[src/hdl/rts_pkg.sv]
// shared types and constants for the real-time task selector
`default_nettype none
package rts_pkg;

  localparam int MAX_TASKS = 256;
  localparam int TICK_BITS = 32;
  localparam int FIELD_BITS = 32;
  localparam int IDENT_BITS = 8;
  localparam int POSITION_BITS = 8;
  localparam int POLICY_BITS = 3;
  // entry counter must be able to hold MAX_TASKS itself
  localparam int COUNT_BITS = $clog2(MAX_TASKS + 1);

  typedef enum logic [POLICY_BITS-1:0] {
    POL_RM  = 3'd0,
    POL_DM  = 3'd1,
    POL_EDF = 3'd2,
    POL_LLF = 3'd3,
    POL_SRT = 3'd4
  } policy_t;

  typedef logic [TICK_BITS-1:0] key_t;

  // one table entry after key selection
  typedef struct packed {
    logic                  eligible;
    key_t                  key;
    logic [IDENT_BITS-1:0] ident;
    logic                  by_ident;
    logic                  last;
  } entry_t;

endpackage
`default_nettype wire

[src/hdl/rts_key.sv]
// input register stage: eligibility and policy key for each table entry
`default_nettype none
module rts_key (
  input  wire logic                                   clk,
  input  wire logic                                   rst,
  input  wire logic [rts_pkg::POLICY_BITS-1:0]        policy,
  input  wire logic                                   in_valid,
  output logic                                        in_ready,
  input  wire logic                                   ready_req,
  input  wire logic [rts_pkg::FIELD_BITS-1:0]         remaining_work,
  input  wire logic [rts_pkg::FIELD_BITS-1:0]         task_period,
  input  wire logic [rts_pkg::FIELD_BITS-1:0]         relative_deadline,
  input  wire logic [rts_pkg::FIELD_BITS-1:0]         absolute_deadline,
  input  wire logic [rts_pkg::IDENT_BITS-1:0]         task_ident,
  input  wire logic [rts_pkg::FIELD_BITS-1:0]         current_tick,
  input  wire logic                                   last_entry,
  input  wire logic                                   advance,
  output logic                                        stage_valid,
  output rts_pkg::entry_t                             stage
);

  rts_pkg::key_t   rem;
  rts_pkg::key_t   lax;
  rts_pkg::key_t   key_next;
  rts_pkg::entry_t stage_next;

  assign rem = remaining_work[rts_pkg::TICK_BITS-1:0];
  assign lax = absolute_deadline[rts_pkg::TICK_BITS-1:0]
             - current_tick[rts_pkg::TICK_BITS-1:0] - rem;

  always_comb begin
    unique case (policy)
      rts_pkg::POL_DM:  key_next = relative_deadline[rts_pkg::TICK_BITS-1:0];
      rts_pkg::POL_EDF: key_next = absolute_deadline[rts_pkg::TICK_BITS-1:0];
      // flip the sign bit so signed laxity orders as unsigned
      rts_pkg::POL_LLF: key_next = {~lax[rts_pkg::TICK_BITS-1], lax[rts_pkg::TICK_BITS-2:0]};
      rts_pkg::POL_SRT: key_next = rem;
      default:          key_next = task_period[rts_pkg::TICK_BITS-1:0];
    endcase
  end

  always_comb begin
    stage_next.eligible = ready_req && (rem != '0);
    stage_next.key      = key_next;
    stage_next.ident    = task_ident;
    stage_next.by_ident = (policy != rts_pkg::POL_SRT);
    stage_next.last     = last_entry;
  end

  assign in_ready = !stage_valid || advance;

  always_ff @(posedge clk) begin
    if (rst) begin
      stage_valid <= 1'b0;
    end else if (in_ready) begin
      stage_valid <= in_valid;
    end
  end

  always_ff @(posedge clk) begin
    if (in_valid && in_ready) begin
      stage <= stage_next;
    end
  end

endmodule
`default_nettype wire

[src/hdl/rts_scan.sv]
// running best over the table and the result register
`default_nettype none
module rts_scan (
  input  wire logic                                clk,
  input  wire logic                                rst,
  input  wire logic                                stage_valid,
  input  wire rts_pkg::entry_t                     stage,
  output logic                                     advance,
  output logic                                     out_valid,
  input  wire logic                                out_ready,
  output logic                                     found,
  output logic [rts_pkg::POSITION_BITS-1:0]        chosen_position
);

  logic [rts_pkg::COUNT_BITS-1:0]    entry_position;
  logic [rts_pkg::COUNT_BITS-1:0]    entry_position_next;
  logic                              have_best;
  logic                              have_best_next;
  logic [rts_pkg::POSITION_BITS-1:0] best_position;
  logic [rts_pkg::POSITION_BITS-1:0] best_position_next;
  rts_pkg::key_t                     top_key;
  rts_pkg::key_t                     top_key_next;
  logic [rts_pkg::IDENT_BITS-1:0]    best_ident;
  logic [rts_pkg::IDENT_BITS-1:0]    best_ident_next;
  logic                              in_range;
  logic                              take;
  logic                              step;

  // a last entry cannot move on while the previous result is still waiting
  assign advance = !(stage_valid && stage.last && out_valid && !out_ready);
  assign step = stage_valid && advance;

  assign in_range = (entry_position < rts_pkg::COUNT_BITS'(rts_pkg::MAX_TASKS));
  assign take = in_range && stage.eligible &&
                (!have_best || (stage.key < top_key) ||
                 ((stage.key == top_key) && stage.by_ident && (stage.ident < best_ident)));

  always_comb begin
    have_best_next      = have_best;
    best_position_next  = best_position;
    top_key_next        = top_key;
    best_ident_next     = best_ident;
    entry_position_next = entry_position;
    if (take) begin
      have_best_next     = 1'b1;
      best_position_next = entry_position[rts_pkg::POSITION_BITS-1:0];
      top_key_next       = stage.key;
      best_ident_next    = stage.ident;
    end
    if (in_range) begin
      entry_position_next = entry_position + 1'b1;
    end
  end

  always_ff @(posedge clk) begin
    if (rst) begin
      entry_position <= '0;
      have_best      <= 1'b0;
      best_position  <= '0;
      top_key        <= '0;
      best_ident     <= '0;
    end else if (step) begin
      if (stage.last) begin
        entry_position <= '0;
        have_best      <= 1'b0;
        best_position  <= '0;
        top_key        <= '0;
        best_ident     <= '0;
      end else begin
        entry_position <= entry_position_next;
        have_best      <= have_best_next;
        best_position  <= best_position_next;
        top_key        <= top_key_next;
        best_ident     <= best_ident_next;
      end
    end
  end

  always_ff @(posedge clk) begin
    if (rst) begin
      out_valid <= 1'b0;
    end else if (step && stage.last) begin
      out_valid <= 1'b1;
    end else if (out_ready) begin
      out_valid <= 1'b0;
    end
  end

  always_ff @(posedge clk) begin
    if (step && stage.last) begin
      found           <= have_best_next;
      chosen_position <= have_best_next ? best_position_next : '0;
    end
  end

endmodule
`default_nettype wire

[src/hdl/realtime_task_selector.sv]
// top level of the real-time task selector
//
//   channel  | handshake                    | payload
//   ---------+------------------------------+----------------------------------------
//   cfg      | cfg_valid / cfg_ready        | policy
//   in       | in_valid / in_ready          | ready_req .. last_entry, one table entry
//   out      | out_valid / out_ready        | found, chosen_position
//
// one table entry per cycle while the input is not stalled; the last entry of a table passes
// through the key register, then the running-best compare into the result register
// reset sets policy to rate monotonic and clears the scan state and both valids
// the input stalls only while a last entry waits behind a result not yet taken
// cfg_ready is always high
`default_nettype none
module realtime_task_selector (
  input  wire logic                                clk,
  input  wire logic                                rst,
  input  wire logic                                cfg_valid,
  output logic                                     cfg_ready,
  input  wire logic [rts_pkg::POLICY_BITS-1:0]     policy,
  input  wire logic                                in_valid,
  output logic                                     in_ready,
  input  wire logic                                ready_req,
  input  wire logic [rts_pkg::FIELD_BITS-1:0]      remaining_work,
  input  wire logic [rts_pkg::FIELD_BITS-1:0]      task_period,
  input  wire logic [rts_pkg::FIELD_BITS-1:0]      relative_deadline,
  input  wire logic [rts_pkg::FIELD_BITS-1:0]      absolute_deadline,
  input  wire logic [rts_pkg::IDENT_BITS-1:0]      task_ident,
  input  wire logic [rts_pkg::FIELD_BITS-1:0]      current_tick,
  input  wire logic                                last_entry,
  output logic                                     out_valid,
  input  wire logic                                out_ready,
  output logic                                     found,
  output logic [rts_pkg::POSITION_BITS-1:0]        chosen_position
);

  logic [rts_pkg::POLICY_BITS-1:0] policy_reg;
  logic                            stage_valid;
  rts_pkg::entry_t                 stage;
  logic                            advance;

  assign cfg_ready = 1'b1;

  always_ff @(posedge clk) begin
    if (rst) begin
      policy_reg <= rts_pkg::POL_RM;
    end else if (cfg_valid && cfg_ready) begin
      policy_reg <= policy;
    end
  end

  rts_key u_key (
    .clk               (clk),
    .rst               (rst),
    .policy            (policy_reg),
    .in_valid          (in_valid),
    .in_ready          (in_ready),
    .ready_req         (ready_req),
    .remaining_work    (remaining_work),
    .task_period       (task_period),
    .relative_deadline (relative_deadline),
    .absolute_deadline (absolute_deadline),
    .task_ident        (task_ident),
    .current_tick      (current_tick),
    .last_entry        (last_entry),
    .advance           (advance),
    .stage_valid       (stage_valid),
    .stage             (stage)
  );

  rts_scan u_scan (
    .clk             (clk),
    .rst             (rst),
    .stage_valid     (stage_valid),
    .stage           (stage),
    .advance         (advance),
    .out_valid       (out_valid),
    .out_ready       (out_ready),
    .found           (found),
    .chosen_position (chosen_position)
  );

`ifndef ASSERT_OFF
  // input backpressure only comes from a held result
  a_stall_cause: assert property (@(posedge clk) disable iff (rst)
    !in_ready |-> (out_valid && !out_ready && stage_valid && stage.last))
    else $error("input stalled without a pending result");

  // no winner means position zero
  a_empty_pos: assert property (@(posedge clk) disable iff (rst)
    (out_valid && !found) |-> (chosen_position == '0))
    else $error("position nonzero with no task found");

  // a new result comes from a last entry held in the key register
  a_result_src: assert property (@(posedge clk) disable iff (rst)
    $rose(out_valid) |-> $past(stage_valid && stage.last))
    else $error("result without a last entry");

  a_reset_clear: assert property (@(posedge clk)
    $past(rst) |-> (!out_valid && in_ready))
    else $error("valid state survived reset");
`endif

endmodule
`default_nettype wire
[config.mk]
export PLATFORM = sky130hd
export DESIGN_NAME = realtime_task_selector
export DESIGN_NICKNAME = d
export VERILOG_FILES = /design/src/hdl/rts_pkg.sv /design/src/hdl/rts_key.sv /design/src/hdl/rts_scan.sv /design/src/hdl/realtime_task_selector.sv
export SDC_FILE = /design/constraint.sdc
export NUM_CORES = 1
export LEC_CHECK = 0
export ABC_AREA = 1
export BUFFER_PORTS_ARGS = -buffer_cell sky130_fd_sc_hd__buf_2
export CAP_MARGIN = 20
export CORE_ASPECT_RATIO = 0.9
export CORE_MARGIN = 4
export CORE_UTILIZATION = 45
export DETAILED_ROUTE_END_ITERATION = 7
export PLACE_DENSITY_LB_ADDON = 0.25
export SETUP_SLACK_MARGIN = 0.02
export SLEW_MARGIN = 25
export SYNTH_ARGS = -nofsm -noshare
export SYNTH_HDL_FRONTEND = slang
export SYNTH_SLANG_ARGS = --single-unit
[constraint.sdc]
create_clock -name clk -period 2.9 [get_ports clk]
set_input_delay 0.29 -clock clk [delete_from_list [all_inputs] [get_ports clk]]
set_output_delay 0.29 -clock clk [all_outputs]
set_load 0.005 [all_outputs]
==> metrics.txt <==
max reg flops=43; Worst EP required=3.05 ns; Final Skew=0.0138 ns; Slew headroom=0.491; period utilisation layout=0.873; # port buffers=188; vias per cell=5.17; Layout area overhead=20.9%; top post-synthesis cells by count=280 x nand2_1, 192 x inv_1, 108 x a21oi_1, 102 x nor2_1, 73 x ha_1; clock sink count=115; FF-to-FF path depth=16; Total Neg Setup Slack=0 ns; Syn. warnings=0; clk_lat worst skew=0.42 ns; critical path endpoint=u_key.stage[34]$_DFFE_PP_; initial antenna violation count=3; Hold WC Path Type=in -> reg; Worst R2R Start=u_key.stage[41]$_DFFE_PP_; CTS Hold Bufs=0; Tot Pwr=5.68 mW; outcome=completed; Synth Flop Type=dfxtp_1; register area share after synthesis=0.309; Syn Area/Cell=7.46 sq um; CP Class=in -> reg; Worst R2R End=u_scan.top_key[23]$_SDFFE_PP0P_; DRT Wirelength=26.8 mm; Max Clk Rate=395 MHz; reg-to-reg slack, setup=0.38 ns; worst slew pin tran=0.760 ns; Syn Inst Count=1226; Setup WS post-layout=0.368 ns; EDFF count, synth=52; Mapped Area=0.00914 sq mm; dpl ws=-0.0446 ns; Yosys top cell by area=edfxtp_1; startpoint types=input pin; Hold Violations, Final=0; share of layout cells above drive strength 1=0.216; # setup viols final=0; RSZ-0062 raised after global routing=false; H-tree Lvls=4; antenna viol nets, final=0; Worst Setup SP=remaining_work[7]; PD cells=514 mW/mm^2; post-layout net count=1707; initial core utilization=0.457; Final Critical Period=2.53 ns; vias in the first global route=8554; DRT Pass-1 Iters=5; core area=0.0200 sq mm; Placed Cells=1661; max_cap viols=0; # DRC=0; FF+latch count, synth=115; largest net degree at the start of global routing=44; Chip Width=158 um; Yosys cell types=46; clock slew at reported path FFs=0.06 ns; FFs w/ async S/R, synth=0; CTS root buf=clkbuf_16; GRT Residual Overflow=0; Setup Fix Bufs, Post-CTS=0; clk buf depth=2; CP Capture Type=register; Leakage=4.88 nW; Iter 0 DRT Violations=480; Top-Level Pins=190; Largest regs=u_key.stage x43, u_scan.top_key x32, u_scan.entry_position x9; Final HPWL DP=21.9 mm; total CTS buffers=17; hold depth=1; TritonCTS clock tree=done; top-count cell post-synth=nand2_1; Pins Over Slew Limit=0; Largest Register=u_key.stage; Core Util, Final=0.553; first-pass GRT wire length=43.0 mm; Max VDD drop=0.271 mV; largest cells by area after synthesis=edfxtp_1 17%, dfxtp_1 14%, nand2_1 11%; RD Place Congestion=0.946; syn nets=1508; Row Count=49; Resize count post-CTS=0; Worst Path Max Fanout=5; Die H=143 um; Vias=8772; Die Footprint=0.0227 sq mm; final non-filler cell total=1696; All-Layer GR Usage=0.239; post-synth top area share=0.171; Arr. time, crit path=2.68 ns; Wirelength per Cell=15.8 um
[worst min-delay path by stage]
| stage | start | to |
|---|---|---|
| 5_1_grt | last_entry | u_key.stage[0]$_DFFE_PP_ |
| 6_report | last_entry | u_key.stage[0]$_DFFE_PP_ |
| 4_1_cts | last_entry | u_key.stage[0]$_DFFE_PP_ |
| 3_3_place_gp | u_scan.best_position[7]$_SDFFE_PP0P_ | u_scan.best_position[7]$_SDFFE_PP0P_ |
| 3_5_place_dp | u_scan.best_position[4]$_SDFFE_PP0P_ | u_scan.best_position[4]$_SDFFE_PP0P_ |
| 2_1_floorplan | last_entry | u_key.stage[0]$_DFFE_PP_ |
[cells by family after synthesis]
kind of cell | share of synthesized area
and+or+nand+nor | 0.233
AOI/OAI and AO/OA | 0.185
buffers and inverters | 0.0999
DFF | 0.309
adders and majority gates | 0.168
xor gates and xnor gates | 0.00575
other | 0.000410
[final cells by class]
class	count	area (sq um)
fill	1945	8930
multi-input combinational	882	5420
sequential	115	2820
timing repair buffer	212	1160
inverter	197	739
clock buffer	19	443
tap	255	319
clock inverter	13	140
antenna	3	7.51
[routing by layer]
| layer | global-route usage | share of wire |
|---|---|---|
| met5 | 0 | 0 |
| met4 | 0.0570 | 0.013 |
| met3 | 0.0321 | 0.047 |
| met2 | 0.392 | 0.47 |
| met1 | 0.337 | 0.47 |
[critical path: stages]
cell and delay [ns]:
buf_2 0.09, inv_1 0.06, fa_1 0.48, ha_1 0.36, a21oi_1 0.24, o21ai_0 0.17, a21oi_1 0.20, inv_1 0.11
nand2_1 0.08, nand3_1 0.13, or2_2 0.29, nand3_1 0.08, a21oi_1 0.09
[cell usage in the layout (no fill, tap or decap), types with 4 or more instances in the layout]
cell       netlist  final
o21bai_1         6      6
a22o_1           6      6
nand2_1        280    280
a21o_1           9      9
edfxtp_1        52     52
clkbuf_16        0     17
o21a_1           4      4
buf_2            4    188
nor3_1          16     14
a211oi_1        12     12
nand3_1         48     48
nand2_2         13     13
fa_1            31     31
dfxtp_1         63     63
nor4_1          11     11
a221oi_1         7      7
ha_1            73     73
buf_4            5     21
xnor2_1          6      6
a31oi_1         15     15
inv_1          192    192
a21oi_2         41     41
clkinv_1         1      4
inv_2            4      4
a21oi_1        108    108
nand4_1         11     11
nor2_1         102    100
o21ai_0         57     57
nand3b_1         5      5
clkinv_2         0      6
[where the power goes]
part	internal, mW	switching [mW]
logic	0.662	1.08
clock network	1.35	0.715
registers	1.81	0.0581
[through the flow]
step | hold WS, ns | area (sq um)
after CTS | 0.0322 | 11000
after global routing | 0.0363 | 11100
final | 0.0539 | 11100
after global placement | 0.451 | 10500
after detailed placement | 0.456 | 10500
after floorplan | 0.389 | 9140
(Power assumes the default switching activity.)
